$ cat config.mk
export PLATFORM = sky130hd
export DESIGN_NAME = sacl_ram
export DESIGN_NICKNAME = d
export VERILOG_FILES = /design/src/rtl/sacl_ram.sv
export SDC_FILE = /design/constraint.sdc
export NUM_CORES = 1
export LEC_CHECK = 0
export BUFFER_PORTS_ARGS = -buffer_cell sky130_fd_sc_hd__buf_2
export CAP_MARGIN = 10
export CORE_ASPECT_RATIO = 1.75
export CORE_MARGIN = 5
export CORE_UTILIZATION = 30
export DETAILED_ROUTE_END_ITERATION = 8
export PLACE_DENSITY_LB_ADDON = 0.1
export REMOVE_ABC_BUFFERS = 1
export SYNTH_ARGS = -nofsm -noshare
export SYNTH_HDL_FRONTEND = slang
export SYNTH_SLANG_ARGS = --single-unit
$ cat constraint.sdc
create_clock -name clk -period 2.3 [get_ports clk]
set_clock_uncertainty 0.15 [all_clocks]
set_input_delay 0.46 -clock clk [delete_from_list [all_inputs] [get_ports clk]]
set_output_delay 0.46 -clock clk [all_outputs]
set_load 0.02 [all_outputs]
$ cat src/rtl/sacl_ram.sv
// Generic simple dual-port RAM: one write port, one read port, registered read.
// No dependencies.
module sacl_ram #(
    parameter int unsigned WIDTH = 8,
    parameter int unsigned DEPTH = 16
) (
    input  logic                     clk,
    input  logic                     we,
    input  logic [$clog2(DEPTH)-1:0] waddr,
    input  logic [WIDTH-1:0]         wdata,
    input  logic                     re,
    input  logic [$clog2(DEPTH)-1:0] raddr,
    output logic [WIDTH-1:0]         rdata
);

    logic [WIDTH-1:0] mem [DEPTH];
    logic [WIDTH-1:0] rdata_reg;

    // Write port
    always_ff @(posedge clk)
    begin
        if (we)
        begin
            mem[waddr] <= wdata;
        end
    end

    // Registered read, held while re is low
    always_ff @(posedge clk)
    begin
        if (re)
        begin
            rdata_reg <= mem[raddr];
        end
    end

    assign rdata = rdata_reg;

endmodule

==> results_dict.tcl <==
set metrics [dict create \
    status "finished, final reports clean" \
    h-tree-depth 4 \
    hp-class "input port to flop" \
    peakVddDrop_uv 425 \
    die_y_um 185 \
    drive_gt1_share_pct 33.7 \
    io_buffers 26 \
    synth_warnings 0 \
    antenna_left 0 \
    insertion_delay_ns 0.41 \
    rsz0062_at_grt "no" \
    worstSetupStartpointType "input port" \
    final_cell_mix "136 x edfxtp_1, 26 x buf_2, 24 x buf_4, 18 x mux4_2, 17 x clkbuf_16" \
    cts-resized-gates 0 \
    cp_top_family "multiplexers" \
    reg2regPathDepth 3 \
    avgSynthCellArea_um2 22.8 \
    nets 309 \
    wl_per_cell_um 21.8 \
    critical_path_required_ns 2.29 \
    slowest_stage "mux4_1" \
    clk_path_buf_depth 2 \
    final_max_slew_viol_count 0 \
    post-route-period-util_pct 75.2 \
    finalSetupTns_ns 0 \
    ys_ff_latch 136 \
    cts_tree "done" \
    place.gp.congestion 0.722 \
    cap_violations 0 \
    floorplan.initialDensity_pct 30.2 \
    grt_usage_pct 12.5 \
    vias 2483 \
    end_kind "flop" \
    diodes 0 \
    antenna_found_initial 0 \
    fmax_mhz 578 \
    critical_path_class "input port to flop" \
    max_stage_delay_ns 0.57 \
    fp.dieW_um 110 \
    grt_remaining_overflow 0 \
    cts_sinks 136 \
    hold_viol 0 \
    cts_buffers 17 \
    pin_count 27 \
    hold_buffers 0 \
    fp.coreArea_mm2 0.0173 \
    holdPathStages 1 \
    ys_seq_area_share_pct 78.1 \
    cp_max_fo 21 \
    dr.pass1.iters 4 \
    max_slew_margin_pct 67.6 \
    viasPerCell 4.65 \
    yosysUniqueCellTypes 18 \
    syn_area_mm2 0.00523 \
    largest_reg_flops 128 \
    synth_cells 229 \
    power_density_mw_per_mm2 893 \
    final_common_cell "edfxtp_1" \
    leakagePower_nw 2.13 \
    grt_pass1_vias 2694 \
    clkTransAtPathRegs_ns 0.06 \
    postCtsSetupBuffers 0 \
    cp_num_buf_inv 2 \
    die_area_mm2 0.0203 \
    dp_hpwl_um 7870 \
    final_cells 534 \
    grt_max_degree 33 \
    setup_viol 0 \
    worst_pin_slew_ns 0.486 \
    fin_crit_ns 1.73 \
    first_iter_violations 155 \
    route.detailed.drc 0 \
    totalWireLength_um 11700 \
    grt_pass1_wl_um 17500 \
    dp_cells 502 \
    rows 64 \
    arrival_ns 1.72 \
    cp.depth 5 \
    root_buffer "clkbuf_16" \
    path_cells "buf_2 -> buf_12 -> mux4_1 -> a22oi_1 -> nand2_1" \
    area_growth_pct 21.5 \
]
## worst paths after layout
| kind | from | endpoint | slack, ns |
|---|---|---|---|
| worst min-delay path | wdata[5] | mem[10][5] | 0.28 |
| worst max register to register | mem[1][0] | rdata[0] | 0.69 |
| worst max-delay path | raddr[0] | rdata[0] | 0.57 |
| worst min register to register | mem[12][2] | rdata[2] | 0.60 |
## report_power, final
part           internal, W  switching, W
Clock              0.00151       0.00107
Combinational     0.000114      0.000165
Sequential         0.00279     0.0000145
## layer usage
layer / track usage, % / share of wire, %
met1: 14.5 / 40
met5: 0 / 0
met2: 22.2 / 55
met3: 2.98 / 2.8
met4: 4.24 / 1.7
## per-stage QoR
stage                     power [W]  instance area [um2]  setup WS, ns  utilization [%]  hold slack [ns]
after global routing        0.00588                 6350         0.473             36.7            0.266
after floorplan             0.00298                 5140         0.197                -            0.409
final                       0.00567                 6350         0.570             36.7            0.284
after detailed placement    0.00315                 5780         0.140             33.4            0.592
after global placement      0.00315                 5780         0.136             33.4            0.600
after CTS                   0.00575                 6350         0.572             36.7            0.279
## synthesized netlist by cell type
cell	number	area, um2
and2b_1	1	7.51
buf_2	3	15.0
nor3_1	4	20.0
a22oi_1	16	120
nand2_1	9	33.8
edfxtp_1	136	4080
nand2b_1	2	12.5
nand3b_1	2	15.0
mux4_2	18	405
nor2b_1	1	6.26
buf_4	1	7.51
buf_6	3	33.8
or3b_2	1	8.76
and2_1	1	6.26
clkdlybuf4s25_2	3	30.0
nand3_1	1	5.00
nor2_1	13	48.8
mux4_1	14	368
## layout make-up
cell class	count	area, um2
clock buffers	17	425
fillers	1636	10900
well taps	231	289
flip-flops and latches	136	4080
clock inverters	15	144
multi-input cells	83	1060
repair buffers	52	350
## logic make-up after synthesis
kind of cell    Yosys count  share of synthesized area (%)
flops                   136                           78.1
simple gates             35                           3.14
mux                      32                           14.8
compound gates           16                           2.30
buf+inv                  10                           1.65
No activity file was read; power rests on OpenSTA's default activity.
