<file path="src/rtl/sacl_pkg.sv">
// Shared types, constants and helpers of the set-associative tag lookup.
// No dependencies; sacl_rand, sacl_row_update and the top level import this package.
package sacl_pkg;

    // Defaults for the top-level parameters
    localparam int unsigned WAYS_DEF       = 8;
    localparam int unsigned NUM_SETS_DEF   = 128;
    localparam int unsigned LINE_BYTES_DEF = 32;
    localparam int unsigned ADDR_BITS_DEF  = 32;

    // Fixed port widths
    localparam int unsigned ADDR_W     = 32;
    localparam int unsigned WAY_OUT_W  = 3;
    localparam int unsigned TAG_OUT_W  = 20;
    localparam int unsigned CNT_W      = 32;
    localparam int unsigned SEED_W     = 16;
    localparam int unsigned CFG_DATA_W = 16;
    localparam int unsigned CFG_IDX_W  = 2;

    // Configuration register indexes
    localparam logic [CFG_IDX_W-1:0] CFG_POLICY = 2'd0;
    localparam logic [CFG_IDX_W-1:0] CFG_SEED   = 2'd1;

    // Replacement policy codes
    localparam logic POLICY_LRU    = 1'b0;
    localparam logic POLICY_RANDOM = 1'b1;

    // Galois LFSR, right shifting, x^16+x^14+x^13+x^11+1
    localparam logic [SEED_W-1:0] LFSR_TAPS = 16'hB400;

    // Sequencer states
    typedef enum logic [1:0] {
        ST_CLEAR,
        ST_IDLE,
        ST_LOOKUP
    } state_t;

    // Outcome of one set lookup
    typedef struct packed {
        logic hit;
        logic evicted;
        logic need_rand;
    } lookup_flags_t;

    function automatic logic [SEED_W-1:0] lfsr_step(input logic [SEED_W-1:0] cur);
        logic [SEED_W-1:0] nxt;
        nxt = cur >> 1;
        if (cur[0])
        begin
            nxt = nxt ^ LFSR_TAPS;
        end
        return nxt;
    endfunction

endpackage

</file>
<file path="src/rtl/sacl_row_update.sv">
// Set row update: tag compare, victim choice, rank promotion, new row contents.
// Depends on sacl_pkg.
module sacl_row_update #(
    parameter int unsigned WAYS  = sacl_pkg::WAYS_DEF,
    parameter int unsigned TAG_W = 20
) (
    input  logic                                   policy,
    input  logic [TAG_W-1:0]                       tag,
    input  logic [$clog2(WAYS)-1:0]                rand_victim,
    input  logic [WAYS-1:0]                        row_valid,
    input  logic [WAYS-1:0][TAG_W-1:0]             row_tag,
    input  logic [WAYS-1:0][$clog2(WAYS)-1:0]      row_rank,
    output logic [WAYS-1:0]                        new_valid,
    output logic [WAYS-1:0][TAG_W-1:0]             new_tag,
    output logic [WAYS-1:0][$clog2(WAYS)-1:0]      new_rank,
    output logic [$clog2(WAYS)-1:0]                victim,
    output logic [TAG_W-1:0]                       old_tag,
    output sacl_pkg::lookup_flags_t                flags
);
    import sacl_pkg::*;

    localparam int unsigned WAY_W = $clog2(WAYS);

    logic             hit_found;
    logic [WAY_W-1:0] hit_way;
    logic             inv_found;
    logic [WAY_W-1:0] inv_way;
    logic [WAY_W-1:0] lru_way;
    logic [WAY_W-1:0] lru_rank;
    logic [WAY_W-1:0] old_rank;
    logic             promote;

    // Lowest matching valid way, lowest invalid way, lowest-ranked way
    always_comb
    begin
        hit_found = 1'b0;
        hit_way   = '0;
        inv_found = 1'b0;
        inv_way   = '0;
        lru_way   = '0;
        lru_rank  = row_rank[0];
        for (int k = 0; k < WAYS; k++)
        begin
            if (!hit_found && row_valid[k] && row_tag[k] == tag)
            begin
                hit_found = 1'b1;
                hit_way   = WAY_W'(k);
            end
            if (!inv_found && !row_valid[k])
            begin
                inv_found = 1'b1;
                inv_way   = WAY_W'(k);
            end
        end
        for (int k = 1; k < WAYS; k++)
        begin
            if (row_rank[k] < lru_rank)
            begin
                lru_way  = WAY_W'(k);
                lru_rank = row_rank[k];
            end
        end
    end

    // Victim and outcome
    always_comb
    begin
        if (hit_found)
        begin
            victim = hit_way;
        end
        else if (inv_found)
        begin
            victim = inv_way;
        end
        else if (policy == POLICY_RANDOM)
        begin
            victim = rand_victim;
        end
        else
        begin
            victim = lru_way;
        end
        flags.hit       = hit_found;
        flags.evicted   = !hit_found && !inv_found;
        flags.need_rand = !hit_found && !inv_found && (policy == POLICY_RANDOM);
        old_tag         = flags.evicted ? row_tag[victim] : '0;
        old_rank        = row_rank[victim];
        promote         = hit_found || (policy == POLICY_LRU);
    end

    // New row: fill on miss, promote on hit or LRU fill
    always_comb
    begin
        new_valid = row_valid;
        new_tag   = row_tag;
        new_rank  = row_rank;
        for (int k = 0; k < WAYS; k++)
        begin
            if (WAY_W'(k) == victim)
            begin
                new_valid[k] = 1'b1;
                if (!hit_found)
                begin
                    new_tag[k] = tag;
                end
                if (promote)
                begin
                    new_rank[k] = WAY_W'(WAYS - 1);
                end
            end
            else if (promote && row_rank[k] > old_rank)
            begin
                new_rank[k] = row_rank[k] - WAY_W'(1);
            end
        end
    end

endmodule

</file>
<file path="config.mk">
export PLATFORM = sky130hd
export DESIGN_NAME = sacl_row_update
export DESIGN_NICKNAME = d
export VERILOG_FILES = /design/src/rtl/sacl_pkg.sv /design/src/rtl/sacl_row_update.sv
export SDC_FILE = /design/constraint.sdc
export NUM_CORES = 1
export LEC_CHECK = 0
export ABC_CLOCK_PERIOD_IN_PS = 12880
export BUFFER_PORTS_ARGS = -buffer_cell sky130_fd_sc_hd__buf_4
export CORE_UTILIZATION = 28
export DETAILED_ROUTE_END_ITERATION = 16
export GPL_TIMING_DRIVEN = 0
export MAX_ROUTING_LAYER = met4
export PLACE_DENSITY = 0.59
export SLEW_MARGIN = 20
export SYNTH_ARGS = -nofsm -noshare
export SYNTH_HDL_FRONTEND = slang
export SYNTH_SLANG_ARGS = --single-unit
</file>
<file path="constraint.sdc">
create_clock -name vclk -period 12.88
set_clock_uncertainty 0.1 [all_clocks]
set_input_delay 1.932 -clock vclk [all_inputs]
set_output_delay 1.932 -clock vclk [all_outputs]
set_load 0.01 [all_outputs]
</file>
==> run metrics <==
outcome finished, violations left; failing checks setup timing; GRT Overall Usage about a third; post-synthesis sequential area ratio 0%; WHS Endpoint new_valid[7]; P per Cell Area 50.9 nW/um^2; Area growth, synth to finish 68.4%; crit path launch type primary input; mean post-synth cell area roughly 7.4 sq um; Placer Congestion between 1 and 1.5; final setup TNS -11110 ps; fin crit share 104%; DIE HEIGHT around 170 um; Starting Density 28.4%; IO buf count a little over 400; final setup fails 24; cell with the most instances after synthesis mux2_2; clock buf count 0; I/O Pins around 430; WP data required approximately 11000 ps; Yosys warning count 0; top post-synthesis cells by area mux2_2 22%, xnor2_1 13%, a211oi_1 6.9%, ha_1 6.8%, mux2i_1 5.9%; worst hold path depth 3; synth cell count leaders 161 x mux2_2, 120 x xnor2_1, 76 x nor2_1; worst-path fanout max 7; Syn Inst Count about 1100; WL final 52400 um; Fin. Hold Viols 0; DRC 0; post-synthesis net count 1352; fraction of layout cells with a size suffix above 1 between 50 and 60%; Slowest-stage cell, CP a211o_4; row count 62; antenna viol nets, final 0; Max VDD drop between 0.00003 and 0.00004 V; HPWL Detailed 42500 um; worst stage delay on the critical path 390 ps; dominant cell type by area after synthesis mux2_2; Netlist Area Pre-Place between 8000 and 9000 sq um; Synth top area share 22.3%; initial antenna violation count 10; initial DRC count 860; core area about 29000 sq um; GR Overflow Total 0; final core utilization between 40% and 50%; register area 0 sq um; routed vias/inst between 5 and 6; Yosys cell types 67; FFs & Latches 0; Arrival @ worst endpoint 11400 ps; max-slew violation count 0; hold_sp row_valid[7]; post-DR wirelength/cell 26.2 um; Die X between 150 and 200 um; Worst slew margin 53.2%; Setup WS post-layout -554 ps; via count approximately 11000; Pleak a little under 6 nW; first-pass GRT wire length approximately 70000 um; Least-Margin Pin Slew roughly 700 ps; largest net degree at the start of global routing 11; Post-layout nets between 1500 and 2000; maximum clock rate between 0.07 and 0.08 GHz; Tmin final ~13000 ps; Worst Setup End Kind primary output; number of global-route vias before repair 11100; drt pass-1 iters 5; min-delay worst type in2out; max cap viols 0; area of the die 29700 sq um; Setup CP Type in2out; RSZ-0062 raised after global routing true; most frequent CP cell ha_4
## report_power, final
group | switching [W] | internal, W
registers | 0 | 0
clock network | 0 | 0.0000000000938
logic | 0.000357 | 0.000339
## cell type report
type | instances | area (sq um)
antenna | 9 | 22.5
timing repair buffer | 517 | 4010
tap | 384 | 480
inverter | 47 | 185
fill | 2937 | 14900
buffer | 98 | 592
multi-input combinational | 947 | 8400
## metal layers
metal / part of all wire (%) / GRT usage (%) / vias up
met1: 38 / 38.3 / 5347
met5: 0 / - / -
met4: 4.8 / 15.0 / 0
li1: - / - / 5048
met2: 51 / 61.7 / 543
met3: 6.2 / 3.50 / 129
## what timing repair did
action | CTS | global route
cloned | 1 | 0
setup endpoints to repair | 212 | 207
resized for setup | 163 | 96
hold buffers | 0 | 0
pin swaps | 67 | 70
buffers inserted | 80 | 28
## stage by stage
stage               hold slack, ps  area (sq um)  setup WS [ps]  total power (W)  std cells
floorplan                     3850          8170           26.4         0.000295       1092
global placement              4090         11800          -2610         0.000537       1890
detailed placement            4100         11800          -2490         0.000539       1890
CTS                           4100         13200           -547         0.000639       1971
global route                  4110         13700           -872         0.000732       2002
finish                        4090         13700           -554         0.000696       2002
## cells in the final DEF (no fill, tap or decap), types with 39 or more instances in the layout
master / n
buf_4: 497
mux2_2: 160
xnor2_1: 120
a211oi_1: 64
nor2_1: 61
a21oi_1: 52
mux2i_1: 46
buf_2: 45
and2_1: 42
xor2_1: 40
inv_1: 39
## worst max-delay path: cells and delay by family
family,cells,cell delay [ps]
multiplexers,1,300
adder cells (fa/ha/maj),8,1670
buffers and inverters,11,1170
AND/OR/NAND/NOR,15,1770
AO/OA/AOI/OAI,27,4540
## logic make-up after synthesis
group | after synthesis | synth area share, %
AND/OR/NAND/NOR | 281 | 18.2
AO/OA/AOI/OAI | 253 | 21.6
multiplexers | 209 | 28.2
XOR/XNOR | 160 | 17.2
buffers and inverters | 145 | 8.02
adder cells (fa/ha/maj) | 44 | 6.77
## worst max-delay path by stage
stage | start | endpoint | slack (ps) | cells past startpoint
final | row_rank[1] | new_rank[7] | -550 | 62
after global routing | row_rank[1] | new_rank[7] | -870 | 61
after CTS | row_rank[1] | new_rank[16] | -550 | 64
after detailed placement | row_rank[1] | new_rank[13] | -2490 | 54
after global placement | row_rank[1] | new_rank[13] | -2610 | 54
after floorplan | row_rank[2] | new_rank[13] | 30 | 60
Note: power is estimated with default switching activity, not from simulation.
