==> src/rtl/sacl_pkg.sv <==
// Shared types, constants and helpers of the set-associative tag lookup.
// No dependencies; sacl_rand, sacl_row_update and the top level import this package.
package sacl_pkg;

    // Defaults for the top-level parameters
    localparam int unsigned WAYS_DEF       = 8;
    localparam int unsigned NUM_SETS_DEF   = 128;
    localparam int unsigned LINE_BYTES_DEF = 32;
    localparam int unsigned ADDR_BITS_DEF  = 32;

    // Fixed port widths
    localparam int unsigned ADDR_W     = 32;
    localparam int unsigned WAY_OUT_W  = 3;
    localparam int unsigned TAG_OUT_W  = 20;
    localparam int unsigned CNT_W      = 32;
    localparam int unsigned SEED_W     = 16;
    localparam int unsigned CFG_DATA_W = 16;
    localparam int unsigned CFG_IDX_W  = 2;

    // Configuration register indexes
    localparam logic [CFG_IDX_W-1:0] CFG_POLICY = 2'd0;
    localparam logic [CFG_IDX_W-1:0] CFG_SEED   = 2'd1;

    // Replacement policy codes
    localparam logic POLICY_LRU    = 1'b0;
    localparam logic POLICY_RANDOM = 1'b1;

    // Galois LFSR, right shifting, x^16+x^14+x^13+x^11+1
    localparam logic [SEED_W-1:0] LFSR_TAPS = 16'hB400;

    // Sequencer states
    typedef enum logic [1:0] {
        ST_CLEAR,
        ST_IDLE,
        ST_LOOKUP
    } state_t;

    // Outcome of one set lookup
    typedef struct packed {
        logic hit;
        logic evicted;
        logic need_rand;
    } lookup_flags_t;

    function automatic logic [SEED_W-1:0] lfsr_step(input logic [SEED_W-1:0] cur);
        logic [SEED_W-1:0] nxt;
        nxt = cur >> 1;
        if (cur[0])
        begin
            nxt = nxt ^ LFSR_TAPS;
        end
        return nxt;
    endfunction

endpackage

==> src/rtl/sacl_rand.sv <==
// Random victim unit: 16-bit LFSR, last random victim and the modulo-WAYS draw.
// Depends on sacl_pkg.
module sacl_rand #(
    parameter int unsigned WAYS = sacl_pkg::WAYS_DEF
) (
    input  logic                        clk,
    input  logic                        rst_n,
    input  logic                        seed_we,
    input  logic [sacl_pkg::SEED_W-1:0] seed,
    input  logic                        commit,
    output logic [$clog2(WAYS)-1:0]     victim
);
    import sacl_pkg::*;

    localparam int unsigned WAY_W = $clog2(WAYS);

    logic [SEED_W-1:0] lfsr_reg;
    logic [SEED_W-1:0] lfsr_next;
    logic [WAY_W-1:0]  last_reg;
    logic [WAY_W-1:0]  last_next;

    logic [7:0]        pow_res [SEED_W];
    logic [WAY_W-1:0]  res_tab [256];

    logic [SEED_W-1:0] draw1;
    logic [SEED_W-1:0] draw2;
    logic [7:0]        sum1;
    logic [7:0]        sum2;
    logic [WAY_W-1:0]  pick1;
    logic [WAY_W-1:0]  pick2;
    logic              redraw;

    // Residues of 2^i mod WAYS, and a residue table for the folded sum
    for (genvar g = 0; g < SEED_W; g++)
    begin : g_pow
        localparam int unsigned PW = (32'd1 << g) % WAYS;
        assign pow_res[g] = 8'(PW);
    end

    for (genvar g = 0; g < 256; g++)
    begin : g_res
        localparam int unsigned RES = g % WAYS;
        assign res_tab[g] = WAY_W'(RES);
    end

    // Two candidate draws; mod WAYS by summing bit residues (at most 240)
    always_comb
    begin
        draw1 = lfsr_step(lfsr_reg);
        draw2 = lfsr_step(draw1);
        sum1  = '0;
        sum2  = '0;
        for (int i = 0; i < SEED_W; i++)
        begin
            sum1 = sum1 + (draw1[i] ? pow_res[i] : 8'd0);
            sum2 = sum2 + (draw2[i] ? pow_res[i] : 8'd0);
        end
        pick1  = res_tab[sum1];
        pick2  = res_tab[sum2];
        redraw = (pick1 == last_reg);
        victim = redraw ? pick2 : pick1;
    end

    // State update: seed write reloads, commit consumes the draw
    always_comb
    begin
        lfsr_next = lfsr_reg;
        last_next = last_reg;
        if (seed_we)
        begin
            lfsr_next = (seed == '0) ? SEED_W'(1) : seed;
        end
        else if (commit)
        begin
            lfsr_next = redraw ? draw2 : draw1;
            last_next = victim;
        end
    end

    always_ff @(posedge clk or negedge rst_n)
    begin
        if (!rst_n)
        begin
            lfsr_reg <= SEED_W'(1);
            last_reg <= '0;
        end
        else
        begin
            lfsr_reg <= lfsr_next;
            last_reg <= last_next;
        end
    end

endmodule

==> config.mk <==
export PLATFORM = sky130hd
export DESIGN_NAME = sacl_rand
export DESIGN_NICKNAME = d
export VERILOG_FILES = /design/src/rtl/sacl_pkg.sv /design/src/rtl/sacl_rand.sv
export SDC_FILE = /design/constraint.sdc
export NUM_CORES = 1
export LEC_CHECK = 0
export ABC_AREA = 1
export BUFFER_PORTS_ARGS = -buffer_cell sky130_fd_sc_hd__clkbuf_2
export CORE_MARGIN = 1
export CORE_UTILIZATION = 44
export CTS_CLUSTER_SIZE = 28
export DETAILED_ROUTE_END_ITERATION = 7
export PLACE_DENSITY = 0.73
export REMOVE_ABC_BUFFERS = 1
export SETUP_SLACK_MARGIN = 0.02
export SLEW_MARGIN = 20
export SYNTH_ARGS = -nofsm -noshare
export SYNTH_HDL_FRONTEND = slang
export SYNTH_SLANG_ARGS = --single-unit
==> constraint.sdc <==
create_clock -name clk -period 2.2 [get_ports clk]
set_input_delay 0.11 -clock clk [delete_from_list [all_inputs] [get_ports clk]]
set_output_delay 0.11 -clock clk [all_outputs]
set_load 0.005 [all_outputs]
==> reports/metrics.csv, run 1 <==
stage,metric,value,unit
status,run status,completed,
worst_setup_path,"reg-to-reg slack, setup",0.66,ns
sta,Rel. slew slack,0.539,
power,Design Power,0.00110,W
floorplan,FP Rows,19,
sta,f_max,530,MHz
clocking,Worst-Skew Late Latency,0.29,ns
flow_run,maxcap violations,0,
synthesis,Yosys top cell area share,0.355,
clocking,setup repair bufs after CTS,0,
grt,grt ovf,0,
sta,Final period util,0.858,
synthesis,Synth area leaders,"dfrtp_1 36%, nand2_1 20%, a22oi_1 8.9%, nand4_1 7.4%, nand3_1 7.1%",
floorplan,core area,0.00273,sq mm
synthesis,Cells after Synth,185,
clocking,clock root cell,clkbuf_4,
worst_setup_path,R2R cell count,8,
grt,vias in the first global route,1187,
place,IO buf count,22,
clocking,H-tree Lvls,1,
grt,Total Routing Usage GR,0.201,
worst_setup_path,Setup crit start kind,flop,
synthesis,"Cell Area, Synth",0.00127,sq mm
grt,initial antenna violation count,0,
min_path,Hold/Removal Path Class,input port to flop,
power,VDD IR-drop max,0.411,mV
worst_setup_path,WP data required,2.09,ns
routing,Residual DRC,0,
cells_and_area,area grow syn2layout,12.8,%
clocking,CTS tree,built,
synthesis,yosys warns,0,
place,GPL Wtd Cong,0.825,
floorplan,Top-Level Pins,23,
cells_and_area,Antenna diodes,0,
sta,Hold Fails Final Rpt,0,
grt,largest net degree at the start of global routing,20,
place,post-DP HPWL,2090,microns
sta,worst-margin pin slew,0.690,ns
worst_setup_path,crit path DAT,1.78,ns
cells_and_area,max reg flops,16,
cells_and_area,filler cell count,296,
synthesis,unique cell type count in the Yosys netlist,19,
cells_and_area,fin nets,227,
grt,first-pass GRT wire length,5020,microns
synthesis,synth cell count leaders,"67 x nand2_1, 22 x inv_1, 18 x dfrtp_1, 18 x nand3_1",
routing,DRT Pass-1 Iters,4,
synthesis,sequential share of the synthesized area,0.376,
floorplan,initial cell density of the core,0.464,
routing,WL/cell,12.2,microns
worst_setup_path,crit path kind,flop to output pin,
worst_setup_path,RR Startpoint,lfsr_reg[1],
floorplan,Die Area,0.00310,sq mm
place,Cells after DPL,232,
routing,ANT nets after route,0,
power,PwrDens,772,mW/mm^2
sta,final setup fails,0,
clocking,Max Root-Sink Buffers,2,
clocking,clock slew at reported path FFs,0.11,ns
routing,wire length after detailed routing,2880,microns
clocking,CTS Sinks,19,
power,Leak,0.786,nW
sta,Final min period,1.89,ns
routing,DR iter-0 viols,42,
sta,clock skew,0.00420,ns
synthesis,post-synthesis async set-or-reset flop share,1.00,
min_path,WHS Endpoint,lfsr_reg[3],
synthesis,"FF+latch count, synth",19,
cells_and_area,layout cells sized above 1,0.165,
synthesis,post-synth top area cell,dfrtp_1,
synthesis,syn avg cell area,6.86,sq um
floorplan,Die Ht,55.7,microns
synthesis,cell with the most instances after synthesis,nand2_1,
sta,"Slew Viols, Final",0,
sta,setup TNS,0,ns
cells_and_area,Layout Cells excl Fill,237,
synthesis,Main synth FF type,dfrtp_1,
routing,vias per cell,5.38,
synthesis,Post-synth EDFFs,0,
clocking,TritonCTS buffer count,3,
worst_setup_path,Crit Reg-Reg Endpoint,lfsr_reg[1],
sta,Fin Hold WS,0.0593,ns
worst_setup_path,Critical Path Fanout Max,16,
floorplan,die width,55.7,microns
min_path,hold depth,3,
worst_setup_path,Crit. End Element,output pin,
routing,Vias,1274,
min_path,HP Start,seed[3],
sta,RSZ-0062 raised after global routing,false,
[worst max-delay path, stage by stage (launching register included)]
cell and delay, ns:
dfrtp_1 0.47, inv_2 0.12, nand2_1 0.07, nand2_2 0.24
nand3_4 0.22, nand2_1 0.13, and2_1 0.12, clkbuf_2 0.10
[repair_timing]
action / in CTS / in global routing
gates resized for setup: 0 / 1
endpoints found under the setup margin: 0 / 2
hold endpoints to repair: 18 / 0
hold buffers: 1 / 0
[cells in the final DEF, fill, tap and decap left out, types with 2 or more instances in the layout]
master | netlist | final
clkbuf_4 | 0 | 3
buf_4 | 0 | 2
nand3_1 | 18 | 18
and2_1 | 2 | 2
inv_1 | 22 | 22
dfrtp_1 | 18 | 18
a22oi_1 | 15 | 15
nor2_1 | 11 | 11
nor2_2 | 2 | 2
nand2_1 | 67 | 67
clkbuf_2 | 0 | 22
nand4_1 | 15 | 15
[worst max path at each step]
stage / from / to / depth (start not counted)
3_3_place_gp: lfsr_reg[1] / victim[0] / 7
3_5_place_dp: lfsr_reg[1] / victim[0] / 7
5_1_grt: lfsr_reg[1] / victim[0] / 7
4_1_cts: lfsr_reg[1] / victim[0] / 7
2_1_floorplan: last_reg[1] / lfsr_reg[1] / 6
6_report: lfsr_reg[1] / victim[0] / 7
[per-stage QoR]
step                       util  setup WS (ns)  area [sq um]
after floorplan               -          0.592          1220
after global routing      0.524          0.150          1430
after CTS                 0.521          0.184          1420
final                     0.524          0.313          1430
after detailed placement  0.508          0.526          1390
after global placement    0.508          0.554          1390
[logic make-up after synthesis]
group | synth area share
AOI/OAI and AO/OA | 0.0927
DFF | 0.376
xor gates and xnor gates | 0.0197
and+or+nand+nor | 0.408
buffers and inverters | 0.104
[report_power, final]
part	switching (W)	internal (W)
combinational	0.000287	0.000169
clock	0.000109	0.0000705
sequential	0.0000586	0.000410
[area by class of cell]
| class | count | area, sq um | area share |
|---|---|---|---|
| Clock buffer | 4 | 26.3 | 0.0184 |
| Inverter | 23 | 86.3 | 0.0603 |
| Tap cell | 31 | 38.8 | 0.0271 |
| Multi-Input combinational cell | 135 | 668 | 0.467 |
| Sequential cell | 19 | 477 | 0.333 |
| Timing Repair Buffer | 25 | 135 | 0.0944 |
[metal layers]
metal  GRT usage  vias up  share of wire
li1            -      653              -
met1       0.286      577           0.48
met2       0.315       42           0.45
met3      0.0302        2          0.063
met4      0.0607        0         0.0042
met5           0        -              0
Note: power is estimated with default switching activity, not from simulation.
==> inputs of run 2 (changes only) <==
--- a/config.mk
+++ b/config.mk
@@ -5,7 +5,7 @@
 export SDC_FILE = /design/constraint.sdc
 export NUM_CORES = 1
 export LEC_CHECK = 0
-export ABC_AREA = 1
+export ABC_AREA = 0
 export BUFFER_PORTS_ARGS = -buffer_cell sky130_fd_sc_hd__clkbuf_2
 export CORE_MARGIN = 1
 export CORE_UTILIZATION = 44
==> reports/metrics.csv, run 2 <==
stage,metric,value,unit
place,post-DP HPWL,2130,microns
floorplan,Die Ht,55.5,microns
power,VDD IR-drop max,0.444,mV
synthesis,Post-synth EDFFs,0,
synthesis,Synth Area in Adders,0,
sta,setup TNS,0,ns
grt,largest net degree at the start of global routing,20,
synthesis,yosys warns,0,
synthesis,post-synthesis compound-gate area fraction,0.177,
clocking,TritonCTS buffer count,3,
cells_and_area,area grow syn2layout,12.4,%
min_path,Hold/Removal Path Class,input port to flop,
worst_setup_path,Crit. End Element,output pin,
worst_setup_path,Setup crit start kind,flop,
cells_and_area,fin nets,171,
sta,"Slew Viols, Final",0,
cells_and_area,"commonest non-fill, non-tap cell in the layout",clkbuf_2,
synthesis,Main synth FF type,dfrtp_1,
synthesis,syn avg cell area,9.67,sq um
clocking,Worst-Skew Late Latency,0.30,ns
worst_setup_path,crit path kind,flop to output pin,
cells_and_area,layout cells sized above 1,0.240,
worst_setup_path,crit path DAT,1.92,ns
floorplan,initial cell density of the core,0.460,
clocking,CTS tree,built,
grt,grt ovf,0,
worst_setup_path,Critical Path Fanout Max,16,
sta,final setup fails,0,
floorplan,Top-Level Pins,23,
cells_and_area,max reg flops,16,
place,Cells after DPL,176,
floorplan,FP Rows,19,
routing,Vias,1050,
synthesis,sequential share of the synthesized area,0.379,
clocking,clock slew at reported path FFs,0.11,ns
synthesis,"Cell Area, Synth",0.00126,sq mm
status,run status,completed,
power,PwrDens,755,mW/mm^2
synthesis,post-synthesis async set-or-reset flop share,1.00,
place,GPL Wtd Cong,0.761,
sta,worst-margin pin slew,0.506,ns
routing,DR iter-0 viols,41,
grt,first-pass GRT wire length,4760,microns
synthesis,largest family of logic cells by synthesized area,simple AND/OR/NAND/NOR gates,
cells_and_area,most frequent cells in the layout,"22 x clkbuf_2, 18 x dfrtp_1, 16 x a21oi_1, 16 x o21ai_0",
synthesis,Cells after Synth,130,
grt,initial antenna violation count,0,
clocking,CTS Sinks,19,
routing,vias per cell,5.80,
grt,Total Routing Usage GR,0.195,
grt,vias in the first global route,1025,
power,Leak,0.651,nW
routing,wire length after detailed routing,2800,microns
flow_run,maxcap violations,0,
synthesis,cell with the most instances after synthesis,dfrtp_1,
floorplan,core area,0.00273,sq mm
synthesis,Post-Synth XOR/XNOR Area,0.0617,
synthesis,Synth area leaders,"dfrtp_1 36%, mux2i_1 11%, nor3b_1 8.4%, a21oi_1 6.4%, o21ai_0 6.4%",
sta,f_max,492,MHz
floorplan,die width,55.5,microns
synthesis,post-synth top area cell,dfrtp_1,
routing,DRT Pass-1 Iters,4,
sta,clock skew,0.00394,ns
routing,ANT nets after route,0,
clocking,Max Root-Sink Buffers,2,
floorplan,Die Area,0.00308,sq mm
cells_and_area,Layout Cells excl Fill,181,
synthesis,unique cell type count in the Yosys netlist,33,
routing,Residual DRC,0,
clocking,H-tree Lvls,1,
worst_setup_path,WP data required,2.09,ns
synthesis,multiplexer area fraction after synthesis,0.111,
synthesis,Yosys top cell area share,0.358,
clocking,clock root cell,clkbuf_4,
synthesis,synth cell count leaders,"18 x dfrtp_1, 16 x a21oi_1, 16 x o21ai_0, 14 x mux2i_1, 14 x nor3b_1",
cells_and_area,Antenna diodes,0,
sta,RSZ-0062 raised after global routing,false,
sta,Rel. slew slack,0.663,
routing,WL/cell,15.5,microns
synthesis,"FF+latch count, synth",19,
sta,Final period util,0.923,
sta,Hold Fails Final Rpt,0,
synthesis,Post-Synth Simple-Gate Area,0.218,
sta,Final min period,2.03,ns
place,IO buf count,22,
==> run 2: changes by cell type after synthesis, moves of 15 or more <==
cell     before  now
o21ai_0       0   16
a21oi_1       0   16
inv_1        22    4
nand2_1      67    5
nand3_1      18    1
a22oi_1      15    0
==> run 2: kinds of logic after synthesis <==
logic type / count (synthesis)
AOI/OAI and AO/OA: 39
xor gates and xnor gates: 8
buffers and inverters: 14
DFF: 19
muxes: 14
and+or+nand+nor: 36
==> run 2: critical path, cell delays in order, from the launching register on <==
cell and delay, ns:
dfrtp_1 0.51, xnor2_2 0.32, nand3_4 0.30, mux2i_1 0.32, inv_1 0.06, clkbuf_2 0.11
==> run 2: stage by stage <==
stage | total power, W | utilization | setup WS, ns | cell area, sq um | hold WS (ns)
2_1_floorplan | 0.000760 | - | 0.699 | 1210 | -0.186
3_3_place_gp | 0.000876 | 0.504 | 0.561 | 1380 | 0.0989
3_5_place_dp | 0.000892 | 0.504 | 0.492 | 1380 | 0.0974
4_1_cts | 0.00107 | 0.517 | 0.156 | 1410 | 0.0540
5_1_grt | 0.00114 | 0.517 | 0.0523 | 1410 | 0.0681
6_report | 0.00107 | 0.517 | 0.169 | 1410 | 0.0582
==> run 2: routing by layer <==
layer | share of wire | up-vias | track usage
li1 | - | 507 | -
met1 | 0.48 | 503 | 0.276
met2 | 0.46 | 36 | 0.315
met3 | 0.048 | 4 | 0.0234
met4 | 0.012 | 0 | 0.0536
met5 | 0 | - | 0
==> run 2: timing repair <==
action | in CTS | in global routing
endpoints found under the hold margin | 18 | 0
buffers inserted | 0 | 0
hold buffers | 1 | 0
resized for setup | 0 | 0
==> run 2: path summary, 6_finish.rpt <==
path,start,end,slack (ns),depth (start not counted)
min in group asynchronous,rst_n,lfsr_reg[3],0.29,2
min,seed[5],lfsr_reg[5],0.06,3
min reg2reg,last_reg[1],last_reg[1],0.56,2
max,lfsr_reg[1],victim[0],0.17,5
max reg2reg,lfsr_reg[1],lfsr_reg[2],0.47,4
max in group asynchronous,rst_n,lfsr_reg[0],1.55,2
==> run 2: where the power goes <==
| group | switching (W) | internal [W] |
|---|---|---|
| clock | 0.000113 | 0.0000707 |
| combinational | 0.000213 | 0.000194 |
| sequential | 0.0000661 | 0.000411 |
==> run 2: layout make-up <==
cell class | count | area [sq um]
clock buffer | 4 | 26.3
tap | 31 | 38.8
fill | 268 | 1320
multi-input combinational | 97 | 714
timing repair buffer | 26 | 143
inverter | 4 | 15.0
sequential | 19 | 477
==> inputs of run 3 (changes only) <==
--- a/config.mk
+++ b/config.mk
@@ -11,6 +11,7 @@
 export CORE_UTILIZATION = 44
 export CTS_CLUSTER_SIZE = 28
 export DETAILED_ROUTE_END_ITERATION = 7
+export GPL_TIMING_DRIVEN = 0
 export PLACE_DENSITY = 0.73
 export REMOVE_ABC_BUFFERS = 1
 export SETUP_SLACK_MARGIN = 0.02
==> reports/metrics.csv, run 3 (synthesis results as in run 2) <==
stage,metric,value,unit
sta,RSZ-0062 raised after global routing,false,
status,run status,completed,
worst_setup_path,crit path kind,flop to output pin,
routing,vias per cell,5.87,
sta,Final min period,1.91,ns
routing,DR iter-0 viols,33,
worst_setup_path,Worst setup startpoint,lfsr_reg[1],
power,Leak,0.653,nW
grt,initial antenna violation count,0,
worst_setup_path,Critical Path Fanout Max,7,
worst_setup_path,Crit Reg-Reg Endpoint,lfsr_reg[12],
clocking,CTS Sinks,19,
grt,largest net degree at the start of global routing,26,
cells_and_area,fin nets,171,
sta,final setup fails,0,
grt,first-pass GRT wire length,4780,microns
power,proportion of power drawn by combinational gates,0.396,
cells_and_area,final instance area,0.00142,sq mm
worst_setup_path,WP data required,2.09,ns
grt,vias in the first global route,1057,
floorplan,die width,55.5,microns
routing,Vias,1063,
cells_and_area,"commonest non-fill, non-tap cell in the layout",clkbuf_2,
clocking,Worst-Skew Late Latency,0.31,ns
place,Cells after DPL,173,
routing,wire length after detailed routing,2860,microns
power,internal power,0.000692,W
sta,f_max,525,MHz
place,post-DP HPWL,1980,microns
sta,setup TNS,0,ns
clocking,clock slew at reported path FFs,0.12,ns
clocking,clock root cell,clkbuf_4,
sta,clock skew,0.0133,ns
routing,DRT Pass-1 Iters,4,
power,PwrDens,777,mW/mm^2
cells_and_area,max reg flops,16,
clocking,Max Root-Sink Buffers,2,
power,P_sw,0.000408,W
routing,ANT nets after route,0,
cells_and_area,most frequent cells in the layout,"22 x clkbuf_2, 18 x dfrtp_1, 16 x a21oi_1, 16 x o21ai_0",
floorplan,initial cell density of the core,0.460,
sta,"Slew Viols, Final",0,
worst_setup_path,R2R cell count,4,
worst_setup_path,crit path DAT,1.80,ns
place,GPL Wtd Cong,0.827,
cells_and_area,Layout Cells excl Fill,181,
power,VDD IR-drop max,0.499,mV
grt,Total Routing Usage GR,0.196,
clocking,CTS tree,built,
cells_and_area,filler cell count,255,
cells_and_area,Antenna diodes,0,
grt,grt ovf,0,
floorplan,core area,0.00273,sq mm
worst_setup_path,Crit. End Element,output pin,
flow_run,maxcap violations,0,
power,Reg power frac,0.434,
worst_setup_path,Setup crit start kind,flop,
cells_and_area,layout cells sized above 1,0.247,
floorplan,Top-Level Pins,23,
sta,worst-margin pin slew,0.730,ns
clocking,H-tree Lvls,1,
min_path,Hold/Removal Path Class,input port to flop,
clocking,TritonCTS buffer count,3,
sta,Fin Hold WS,0.0469,ns
routing,Residual DRC,0,
place,IO buf count,22,
power,clock power share,0.170,
sta,Rel. slew slack,0.513,
sta,Hold Fails Final Rpt,0,
worst_setup_path,RR Startpoint,lfsr_reg[1],
floorplan,Die Area,0.00308,sq mm
routing,WL/cell,15.8,microns
power,Design Power,0.00110,W
worst_setup_path,"reg-to-reg slack, setup",0.52,ns
sta,Final period util,0.866,
place,"Cell Area, Placed",0.00136,sq mm
power,switch share,0.371,
worst_setup_path,Setup crit end,victim[2],
floorplan,FP Rows,19,
cells_and_area,area grow syn2layout,12.5,%
floorplan,Die Ht,55.5,microns
==> run 3: power groups by stage <==
stage	Clock, W	Sequential (W)	Combinational, W
after global placement	0	0.000479	0.000391
after floorplan	0	0.000466	0.000293
after detailed placement	0	0.000484	0.000404
final	0.000187	0.000477	0.000436
after CTS	0.000190	0.000477	0.000408
after global routing	0.000201	0.000486	0.000477
==> run 3: worst min path at each step <==
stage	startpoint	to	slack, ns	cells past startpoint
after CTS	seed[4]	lfsr_reg[4]	0.05	3
after floorplan	rst_n	last_reg[0]	-0.19	0
final	seed[4]	lfsr_reg[4]	0.05	3
after global routing	seed[7]	lfsr_reg[7]	0.06	3
after global placement	rst_n	last_reg[1]	0.09	1
after detailed placement	rst_n	last_reg[1]	0.1	1
==> run 3: worst max-delay path, cell delays in order, from the launching register on <==
cell and delay, ns:
dfrtp_1 0.52, xnor2_2 0.33, nand3_4 0.16, mux2i_1 0.28, inv_1 0.07, clkbuf_2 0.11
==> run 3: metal layers <==
layer,part of all wire,vias up,track usage,wire length [microns]
li1,-,510,-,-
met1,0.46,516,0.264,1320
met2,0.47,33,0.312,1350
met3,0.055,4,0.0585,157
met4,0.010,0,0.0464,30
met5,0,-,0,0
==> run 3: final cells by class <==
| cell class | count | area, sq um | area share |
|---|---|---|---|
| inverters | 4 | 15.0 | 0.0106 |
| well taps | 31 | 38.8 | 0.0274 |
| multi-input cells | 97 | 714 | 0.505 |
| clock inverters | 1 | 5.00 | 0.00354 |
| repair buffers | 26 | 143 | 0.101 |
| flip-flops and latches | 19 | 477 | 0.337 |
| clock buffers | 3 | 22.5 | 0.0159 |
==> run 3: repair_timing <==
item / in CTS / in global routing
hold buffers: 1 / 0
resized for setup: 0 / 0
endpoints found under the hold margin: 18 / 0
endpoints found under the setup margin: 0 / 2
buffers inserted: 0 / 3
==> run 3: through the flow <==
stage	setup slack, ns	util
3_3_place_gp	0.388	0.496
4_1_cts	0.0781	0.509
6_report	0.295	0.518
2_1_floorplan	0.699	-
5_1_grt	0.211	0.518
3_5_place_dp	0.348	0.496
